[src/rtl/indexed_shift_list_defines.svh]
// ----------------------------------------------------------------------------
// indexed_shift_list_defines.svh
// Assertion macros for the ordered list RTL (indexed_shift_list).
// ----------------------------------------------------------------------------
`ifndef INDEXED_SHIFT_LIST_DEFINES_SVH
`define INDEXED_SHIFT_LIST_DEFINES_SVH

// Same-cycle implication, checked outside reset.
`define ISL_ASSERT(label, clk, rst_n, ante, cons) \
  label: assert property (@(posedge clk) disable iff (!rst_n) (ante) |-> (cons)) \
    else $error("indexed_shift_list: same-cycle check failed");

// Next-cycle implication, checked outside reset.
`define ISL_ASSERT_NEXT(label, clk, rst_n, ante, cons) \
  label: assert property (@(posedge clk) disable iff (!rst_n) (ante) |=> (cons)) \
    else $error("indexed_shift_list: next-cycle check failed");

`endif

[src/rtl/isl_pkg.sv]
// ----------------------------------------------------------------------------
// isl_pkg
// Action codes and the per-item control group broadcast to the cells.
// ----------------------------------------------------------------------------
`default_nettype none

package isl_pkg;

  localparam int ACTION_W = 3;

  localparam logic [ACTION_W-1:0] ACT_APPEND  = 3'd0;
  localparam logic [ACTION_W-1:0] ACT_INSERT  = 3'd1;
  localparam logic [ACTION_W-1:0] ACT_REMOVE  = 3'd2;
  localparam logic [ACTION_W-1:0] ACT_GET     = 3'd3;
  localparam logic [ACTION_W-1:0] ACT_REPLACE = 3'd4;

  // At most one flag is set, and only for an accepted item that succeeds.
  typedef struct packed {
    logic append;
    logic insert;
    logic remove;
    logic get;
    logic replace;
  } isl_ctl_t;

endpackage

`default_nettype wire

[src/rtl/isl_cell.sv]
// ----------------------------------------------------------------------------
// isl_cell
// One list slot: holds a word and takes item_in or a neighbor's word.
// ----------------------------------------------------------------------------
`default_nettype none

module isl_cell #(
  parameter int POS    = 0,
  parameter int IDX_W  = 5,
  parameter int ITEM_W = 32
) (
  input  wire                    clk,
  input  isl_pkg::isl_ctl_t      ctl_i,
  input  wire  [IDX_W-1:0]       idx_i,
  input  wire  [IDX_W-1:0]       count_i,
  input  wire  [ITEM_W-1:0]      item_i,
  input  wire  [ITEM_W-1:0]      lo_i,    // word of slot POS-1
  input  wire  [ITEM_W-1:0]      hi_i,    // word of slot POS+1
  output logic [ITEM_W-1:0]      word_o,
  output logic [ITEM_W-1:0]      rd_o     // word when this slot is read, else zero
);
  import isl_pkg::*;

  localparam logic [IDX_W-1:0] POS_C  = IDX_W'(POS);
  localparam logic [IDX_W-1:0] POS_P1 = IDX_W'(POS + 1);

  logic [ITEM_W-1:0] word_r;
  logic [ITEM_W-1:0] word_nxt;
  logic              at_idx;
  logic              load;
  logic              from_lo;
  logic              from_hi;

  always_comb begin
    at_idx  = (POS_C == idx_i);
    load    = (ctl_i.append && (POS_C == count_i)) ||
              ((ctl_i.insert || ctl_i.replace) && at_idx);
    // insert: slots idx+1..count move up
    from_lo = ctl_i.insert && (POS_C > idx_i) && (POS_C <= count_i);
    // remove: slots idx..count-2 move down
    from_hi = ctl_i.remove && (POS_C >= idx_i) && (POS_P1 < count_i);
    if (load) begin
      word_nxt = item_i;
    end else if (from_lo) begin
      word_nxt = lo_i;
    end else if (from_hi) begin
      word_nxt = hi_i;
    end else begin
      word_nxt = word_r;
    end
  end

  always_ff @(posedge clk) begin
    word_r <= word_nxt;
  end

  assign word_o = word_r;
  assign rd_o   = (ctl_i.get && at_idx) ? word_r : '0;

endmodule

`default_nettype wire

[src/rtl/indexed_shift_list.sv]
// ----------------------------------------------------------------------------
// indexed_shift_list
// Ordered list of item words with append, insert, remove, get and replace.
// ----------------------------------------------------------------------------
// The list is a row of DEPTH slot cells plus a length register. Every
// accepted item is done in the cycle it is accepted: on insert each slot
// above the index loads from the slot below it, on remove each slot from the
// index up loads from the slot above it, all slots at once. So the block
// takes one item per clock while in_ready is high, and its result appears in
// the output register in the next cycle. in_ready is low during reset; after
// that it stays high while the output register is empty or being drained, so
// a held result costs no throughput once out_ready rises.
// A failed item (index out of range, list full, unknown action) leaves the
// list untouched and returns ok = 0 with item_out = 0. length and is_empty
// always report the list after the item. Slot contents are not cleared at
// reset; only slots below length are ever read.
// ----------------------------------------------------------------------------
`default_nettype none
`include "indexed_shift_list_defines.svh"

module indexed_shift_list #(
  parameter int DEPTH      = 16,
  parameter int ITEM_WIDTH = 32,
  localparam int IDX_W     = $clog2(DEPTH + 1)
) (
  input  wire                            clk,
  input  wire                            rst_n,
  // request channel
  input  wire                            in_valid,
  output logic                           in_ready,
  input  wire  [isl_pkg::ACTION_W-1:0]   in_action,
  input  wire  [IDX_W-1:0]               in_index,
  input  wire  [ITEM_WIDTH-1:0]          in_item_in,
  // result channel
  output logic                           out_valid,
  input  wire                            out_ready,
  output logic                           out_ok,
  output logic [ITEM_WIDTH-1:0]          out_item_out,
  output logic [IDX_W-1:0]               out_length,
  output logic                           out_is_empty
);
  import isl_pkg::*;

  localparam logic [IDX_W-1:0] DEPTH_C = IDX_W'(DEPTH);

  logic                  in_fire;
  logic                  full;
  isl_ctl_t              ctl;
  logic                  ok;

  logic [IDX_W-1:0]      count_r;
  logic [IDX_W-1:0]      count_nxt;

  logic [ITEM_WIDTH-1:0] words [DEPTH];
  logic [ITEM_WIDTH-1:0] rds   [DEPTH];
  logic [ITEM_WIDTH-1:0] rd_word;

  logic                  out_valid_r;
  logic                  out_ok_r;
  logic [ITEM_WIDTH-1:0] out_item_out_r;
  logic [IDX_W-1:0]      out_length_r;
  logic                  out_is_empty_r;

  assign in_ready = rst_n && (!out_valid_r || out_ready);
  assign in_fire  = in_valid && in_ready;
  assign full     = (count_r == DEPTH_C);

  // decode: a flag is set only when the item is accepted and in range
  always_comb begin
    ctl = '0;
    case (in_action)
      ACT_APPEND:  ctl.append  = in_fire && !full;
      ACT_INSERT:  ctl.insert  = in_fire && !full && (in_index <= count_r);
      ACT_REMOVE:  ctl.remove  = in_fire && (in_index < count_r);
      ACT_GET:     ctl.get     = in_fire && (in_index < count_r);
      ACT_REPLACE: ctl.replace = in_fire && (in_index < count_r);
      default:     ctl = '0;
    endcase
    ok = |ctl;
  end

  always_comb begin
    count_nxt = count_r;
    if (ctl.append || ctl.insert) begin
      count_nxt = count_r + 1'b1;
    end else if (ctl.remove) begin
      count_nxt = count_r - 1'b1;
    end
  end

  // slot row; the ends see zero as their missing neighbor
  for (genvar p = 0; p < DEPTH; p++) begin : g_cell
    logic [ITEM_WIDTH-1:0] lo_w;
    logic [ITEM_WIDTH-1:0] hi_w;

    if (p == 0) begin : g_lo_end
      assign lo_w = '0;
    end else begin : g_lo
      assign lo_w = words[p-1];
    end
    if (p == DEPTH - 1) begin : g_hi_end
      assign hi_w = '0;
    end else begin : g_hi
      assign hi_w = words[p+1];
    end

    isl_cell #(
      .POS    (p),
      .IDX_W  (IDX_W),
      .ITEM_W (ITEM_WIDTH)
    ) u_cell (
      .clk     (clk),
      .ctl_i   (ctl),
      .idx_i   (in_index),
      .count_i (count_r),
      .item_i  (in_item_in),
      .lo_i    (lo_w),
      .hi_i    (hi_w),
      .word_o  (words[p]),
      .rd_o    (rds[p])
    );
  end

  // at most one cell drives a nonzero read word
  always_comb begin
    rd_word = '0;
    for (int p = 0; p < DEPTH; p++) begin
      rd_word = rd_word | rds[p];
    end
  end

  always_ff @(posedge clk) begin
    if (!rst_n) begin
      count_r     <= '0;
      out_valid_r <= 1'b0;
    end else begin
      count_r <= count_nxt;
      if (in_fire) begin
        out_valid_r <= 1'b1;
      end else if (out_ready) begin
        out_valid_r <= 1'b0;
      end
    end
  end

  // result payload
  always_ff @(posedge clk) begin
    if (in_fire) begin
      out_ok_r       <= ok;
      out_item_out_r <= rd_word;
      out_length_r   <= count_nxt;
      out_is_empty_r <= (count_nxt == '0);
    end
  end

  assign out_valid    = out_valid_r;
  assign out_ok       = out_ok_r;
  assign out_item_out = out_item_out_r;
  assign out_length   = out_length_r;
  assign out_is_empty = out_is_empty_r;

  `ISL_ASSERT(a_count_range, clk, rst_n, 1'b1, count_r <= DEPTH_C)
  `ISL_ASSERT(a_ctl_onehot, clk, rst_n, 1'b1, $onehot0(ctl))
  `ISL_ASSERT(a_len_tracks, clk, rst_n, out_valid_r, out_length_r == count_r)
  `ISL_ASSERT_NEXT(a_fire_result, clk, rst_n, in_fire, out_valid_r)

endmodule

`default_nettype wire

[config.mk]
export PLATFORM = sky130hd
export DESIGN_NAME = indexed_shift_list
export DESIGN_NICKNAME = d
export VERILOG_FILES = /design/src/rtl/isl_pkg.sv /design/src/rtl/isl_cell.sv /design/src/rtl/indexed_shift_list.sv
export VERILOG_INCLUDE_DIRS = /design/src /design/src/rtl
export SDC_FILE = /design/constraint.sdc
export NUM_CORES = 1
export LEC_CHECK = 0
export BUFFER_PORTS_ARGS = -buffer_cell sky130_fd_sc_hd__buf_2
export CAP_MARGIN = 20
export CORE_MARGIN = 8
export CORE_UTILIZATION = 40
export CTS_CLUSTER_SIZE = 28
export DETAILED_ROUTE_END_ITERATION = 6
export GPL_ROUTABILITY_DRIVEN = 0
export HOLD_SLACK_MARGIN = 0.06
export PLACE_DENSITY = 0.53
export SYNTH_ARGS = -nofsm -noshare
export SYNTH_HDL_FRONTEND = slang
export SYNTH_SLANG_ARGS = --single-unit
[constraint.sdc]
create_clock -name clk -period 9 [get_ports clk]
set_clock_uncertainty 0.15 [all_clocks]
set_input_delay 1.8 -clock clk [delete_from_list [all_inputs] [get_ports clk]]
set_output_delay 1.8 -clock clk [all_outputs]
set_load 0.05 [all_outputs]
Word-level counts from Yosys, hierarchy flattened:

Cells that the tools add are included.
W data, S select, Z words.

* word-level logic and storage cells: 373
* register bits: 557

* equality and inequality tests: 35
* bitwise logic cells: 15
* reduce and logical (&&, ||, !) cells: 160
* $add $sub $neg: 2
* $lt $le $gt $ge: 66
* muxes and demuxes: 73

Operators by type and width (count)
* $mux W32: 64
* $or A32 B32 Y32: 15
* $logic_and A1 B1 Y1: 117
* $eq A4 B5 Y1 const A: 16
* $reduce_bool A3 Y1: 16
* $eq A3 B5 Y1 const A: 8
* $ge A4 B5 Y1 const A: 8
* $gt A4 B5 Y1 const A: 8
* $le A4 B5 Y1 const A: 8
* $lt A4 B5 Y1 const A: 8
* $eq A2 B5 Y1 const A: 4
* $ge A3 B5 Y1 const A: 4
* $gt A3 B5 Y1 const A: 4
* $le A3 B5 Y1 const A: 4
* $lt A3 B5 Y1 const A: 4
* $logic_or A1 B1 Y1: 19
* $logic_not A5 Y1: 3
* $eq A1 B5 Y1 const A: 2
* $ge A1 B5 Y1 const A: 2
* $ge A2 B5 Y1 const A: 2
* $gt A1 B5 Y1 const A: 2
* $gt A2 B5 Y1 const A: 2
* $le A1 B5 Y1 const A: 2
* $le A2 B5 Y1 const A: 2
* other kinds (17): 27

Longest topological paths before layout:

* depth after elaboration: 23
* gate-level depth with buffers: 11
* mapped depth without buffers: 8

Cells and area by module:

Synthesis repeated with hierarchy kept, for this count alone.

* cells, all modules: 3163
* area total of the unflattened synthesis: 36623.9 µm²

Modules (own cells, without submodules)
* indexed_shift_list: area an instance 2887.8 µm², cells an instance 286, times used 1
* isl_cell at g_cell[13].u_cell: area an instance 2314.7 µm², cells an instance 154, times used 1
* isl_cell at g_cell[4].u_cell: area an instance 2311.0 µm², cells an instance 154, times used 1
* isl_cell at g_cell[11].u_cell: area an instance 2214.6 µm², cells an instance 237, times used 1
* isl_cell at g_cell[12].u_cell: area an instance 2209.6 µm², cells an instance 151, times used 1
* isl_cell at g_cell[2].u_cell: area an instance 2197.1 µm², cells an instance 150, times used 1
* isl_cell at g_cell[9].u_cell: area an instance 2197.1 µm², cells an instance 235, times used 1
* isl_cell at g_cell[10].u_cell: area an instance 2187.1 µm², cells an instance 154, times used 1
* isl_cell at g_cell[8].u_cell: area an instance 2172.1 µm², cells an instance 151, times used 1
* isl_cell at g_cell[5].u_cell: area an instance 2165.8 µm², cells an instance 153, times used 1
* isl_cell at g_cell[14].u_cell: area an instance 2164.6 µm², cells an instance 151, times used 1
* isl_cell at g_cell[3].u_cell: area an instance 2042.0 µm², cells an instance 222, times used 1
* isl_cell at g_cell[6].u_cell: area an instance 1951.9 µm², cells an instance 223, times used 1
* isl_cell at g_cell[1].u_cell: area an instance 1950.6 µm², cells an instance 184, times used 1
* +3 rows

Worst setup path before layout:

Ideal clock, no wire load.

* path type: input -> register
* start point: in in_index[4]
* end point: reg g_cell[4].u_cell.word_r[0] (enable)
* stages on the path: 6
* library setup time: 0.533 ns
* arrival time: 7.015 ns
* setup slack: 1.301 ns
* cell sequence: ha_1 -> and2_1 -> a221o_1 -> nor3_1 -> nand3_1 -> o311ai_0

* cells in the longest elaborated chain, start to end: 7
* elaborated cells on any way between the ends: 18
* those cells by class: 4 x order compare; 1 x eq/ne; 3 x mux; 10 x reduce/logical

RTL lines
* from (decl): line indexed_shift_list.sv:32 `input wire [IDX_W-1:0] in_index,`
* $le A5 B5 Y1 or $lt A5 B5 Y1 (tied branches): line indexed_shift_list.sv:73, indexed_shift_list.sv:74, indexed_shift_list.sv:76
* $logic_and A1 B1 Y1, on equally long branches: line indexed_shift_list.sv:73, indexed_shift_list.sv:74, indexed_shift_list.sv:76
* $mux W1: line indexed_shift_list.sv:71 `case (in_action)`
* $logic_or A1 B1 Y1: line isl_cell.sv:37 `((ctl_i.insert || ctl_i.replace) && at_idx);`
* $logic_and A1 B1 Y1: line isl_cell.sv:37
* $logic_or A1 B1 Y1: line isl_cell.sv:36 `load = (ctl_i.append && (POS_C == count_i)) ||`
* $reduce_bool A3 Y1 (no source line) *
* to (signal assigned): line isl_cell.sv:54 `word_r <= word_nxt;`
* to (decl): line isl_cell.sv:27 `logic [ITEM_W-1:0] word_r;`

Every way passes the cells marked *; elsewhere a longest branch is shown, timed or not.
A chain may end at the register's enable or synchronous reset.

Worst setup path after layout:

* start point: in in_index[0]
* end point: reg g_cell[14].u_cell.word_r[18] (enable)

* cells in the longest elaborated chain, start to end: 7
* elaborated cells on any way between the ends: 18
* those cells by class: 4 x order compare; 1 x eq/ne; 3 x mux; 10 x reduce/logical

RTL lines (line)
* $le A5 B5 Y1 or $lt A5 B5 Y1 (tied branches): indexed_shift_list.sv:73, indexed_shift_list.sv:74, indexed_shift_list.sv:76
* $logic_and A1 B1 Y1, on equally long branches: indexed_shift_list.sv:73, indexed_shift_list.sv:74, indexed_shift_list.sv:76
* $mux W1: indexed_shift_list.sv:71
* $logic_or A1 B1 Y1: isl_cell.sv:37
* $logic_and A1 B1 Y1: isl_cell.sv:37
* $logic_or A1 B1 Y1: isl_cell.sv:36
* $reduce_bool A3 Y1 (no source line) *
* to (signal assigned): isl_cell.sv:54
* to (decl): isl_cell.sv:27

Marks and branches as above.

==> flow_metrics.py <==
metrics = {
    "yosys": {
        "syn_avg_cell_area_um2": 13.7,
        "synth-async-reset-ratio_pct": 0,
        "synth_area_um2": 32600,
        "synthFlopType": "edfxtp_1",
        "ys_types": 67,
        "syn-num-nets": 2427,
        "synth.area.top_cells": "edfxtp_1 (51%), mux2_2 (26%), a22oi_1 (5.9%)",
        "synth_edf_count": 551,
        "synth_top_cell_by_area": "edfxtp_1",
        "ys.warnings.count": 0,
        "synth_seq_cells": 557,
        "synth-seq-area-share_pct": 51.1,
        "yosysTopAreaCellShare_pct": 50.8,
        "syn_inst": 2373,
    },
    "die": {
        "ioPinCount": 85,
        "dieHeight_um": 301,
        "initial_core_util_pct": 40.4,
        "rows": 104,
        "dieArea_um2": 90900,
        "coreArea_um2": 80700,
        "die_w_um": 301,
    },
    "critical_path": {
        "path_delay_family": "compound AO/OA/AOI/OAI gates",
        "max_stage_delay_ns": 0.94,
        "critical_path_buf_inv_count": 4,
        "crit_required_ns": 9.17,
        "crit_type": "input port to flip-flop",
        "slowest_stage": "a21oi_4",
        "crit_path_start_kind": "input port",
        "crit_path_end_kind": "flip-flop",
        "crit_top_cell": "buf_4",
        "crit_chain": "buf_2, clkinv_1, ha_1, nor2b_1, o21ai_1, a21oi_4, o21ai_2, a22oi_2, buf_4, nand3b_1, buf_4",
        "cp_max_fo": 33,
        "arrival_ns": 6.27,
    },
    "worst_hold_path": {
        "min_path_type": "flip-flop to flip-flop",
    },
    "clock_tree": {
        "cts_max_path_buffers": 3,
        "ctsResizeCount": 0,
        "cts_inserted_buffers": 68,
        "cts_setup_buffers": 0,
        "htreeDepth": 3,
        "cts_tree": "yes",
        "cts_sinks": 557,
        "root_buffer": "clkbuf_16",
        "path_clk_slew_ns": 0.06,
        "clk_latency_ns": 0.62,
        "cts-hold-fix-buffers": 0,
    },
    "job": {
        "maxCapViolCount": 0,
    },
    "sta": {
        "setup-violations-final": 0,
        "worst_pin_slew_ns": 1.15,
        "fmaxAchievable_mhz": 164,
        "hold_violations": 0,
        "fin_crit_ns": 6.11,
        "tns_ns": 0,
        "whs_ns": 0.438,
        "rsz0062_at_grt": "no",
        "report.final.slew_viol_count": 0,
        "fin_crit_sh_pct": 67.9,
        "maxSlewHeadroom_pct": 23.0,
    },
    "cells_and_area": {
        "final_cell_mix": "mux2_2 (767), edfxtp_1 (551), a22oi_1 (251), mux2_1 (162), nand2_1 (103)",
        "fin_cells": 3517,
        "final_common_cell": "mux2_2",
        "drive_gt1_share_pct": 44.5,
        "fin_nets": 2455,
        "fillers": 7297,
        "area_growth_pct": 11.9,
    },
    "drt": {
        "drt_wl_total_mm": 119,
        "drtIter0Drc": 2210,
        "via_count": 22603,
        "wl_per_cell_um": 33.8,
        "drc": 0,
        "ant_nets": 0,
        "viasPerCell": 6.43,
        "first_pass_iters": 7,
    },
    "place": {
        "port_buffers": 84,
        "dp.cells": 3391,
        "hpwlAfterDp_mm": 67.5,
    },
    "global_route": {
        "grt_pass1_vias": 23083,
        "grt_max_degree": 46,
        "grt_pass1_wl_mm": 171,
        "antenna_found_initial": 4,
        "grt_use_total_pct": 25.7,
        "grt_overflow": 0,
    },
    "power": {
        "p_leak_nw": 11.8,
        "vdd_ir_drop_max_uv": 120,
        "power_density_nw_per_um2": 157,
    },
    "outcome": {
        "status": "complete, no violations",
    },
}
==> cell families after synthesis <==
family                   after synthesis  synth area share (%)
XOR/XNOR                               4                 0.107
buffers and inverters                209                  2.75
flip-flops                           557                  51.1
multiplexers                         929                  32.1
AND/OR/NAND/NOR                      297                  4.82
AO/OA/AOI/OAI                        367                  8.73
adder cells (fa/ha/maj)               10                 0.384
==> tightest hold or removal path, stage by stage (launching register included) <==
cell      delay [ns]
dfxtp_1         0.31
nand2b_1        0.13
a21boi_0        0.10
==> cells in the mapped netlist (3+ instances only) <==
cell type and number:
a21oi_1 12, a22o_1 35, a22oi_1 256, a22oi_2 9, a31oi_1 7, a41oi_1 3
and2_1 9, and3_1 4, buf_2 78, clkbuf_1 119, dfxtp_1 6, edfxtp_1 551
ha_1 10, inv_1 8, mux2_1 162, mux2_2 767, nand2_1 111, nand2b_1 4
nand3_1 8, nand4_1 24, nor2_1 60, nor3_1 17, nor3_2 6, nor3b_1 3
nor4_1 20, nor4_2 5, nor4_4 4, o211ai_1 4, o21a_1 3, o21ai_0 15
or3_1 7, xnor2_1 4
==> sequential cells by signal (all words and copies together), names as in the netlist <==
register and count:
out_length 5, out_valid 1, g_cell.u_cell.word_o 512, out_item_out 32, out_ok 1, count_r 5
out_is_empty 1
==> per-stage QoR <==
stage | power, W | instance area, um2 | worst slack (ns) | util (%)
after floorplan | 0.00300 | 32600 | 1.30 | -
after global placement | 0.00309 | 34300 | 2.22 | 42.5
after detailed placement | 0.00309 | 34300 | 2.35 | 42.6
after CTS | 0.00579 | 36500 | 3.00 | 45.2
after global routing | 0.00590 | 36500 | 2.65 | 45.2
final | 0.00574 | 36500 | 2.89 | 45.2
==> power breakdown <==
group / internal, W / switching (W) / total (W)
logic: 0.0000508 / 0.000164 / 0.000215
clock network: 0.00156 / 0.00115 / 0.00270
registers: 0.00282 / 0.00000505 / 0.00283
total: 0.00443 / 0.00131 / 0.00574
==> area by class of cell <==
type	instances	area, um2	area share (%)
multi-input cells	1607	15300	41.9
clock buffers	82	1820	4.98
repair buffers	158	1010	2.77
diodes	4	10.0	0.0274
well taps	1060	1330	3.64
inverters	9	33.8	0.0926
flip-flops and latches	557	16700	45.7
clock inverters	40	313	0.857
==> worst paths after layout <==
path / startpoint / end / slack, ns / cells after the start
setup reg to reg: count_r[4]$_SDFF_PN0_ / g_cell[15].u_cell.word_o[18]$_DFFE_PP_ / 3.22 / 8
hold / removal: out_valid$_SDFFE_PN0P_ / out_valid$_SDFFE_PN0P_ / 0.44 / 2
setup / recovery: in_index[0] / g_cell[14].u_cell.word_o[18]$_DFFE_PP_ / 2.89 / 11
hold reg to reg: out_valid$_SDFFE_PN0P_ / out_valid$_SDFFE_PN0P_ / 0.44 / 2
==> metal layers <==
metal  wire length, um  vias to the layer above  track usage, %
li1                  -                     9523               -
met5                 0                        -               0
met4              4880                        0            10.6
met1             49600                    11597            33.7
met2             55600                     1178            42.1
met3              8780                      305            4.19
No activity file was read; power rests on OpenSTA's default activity.
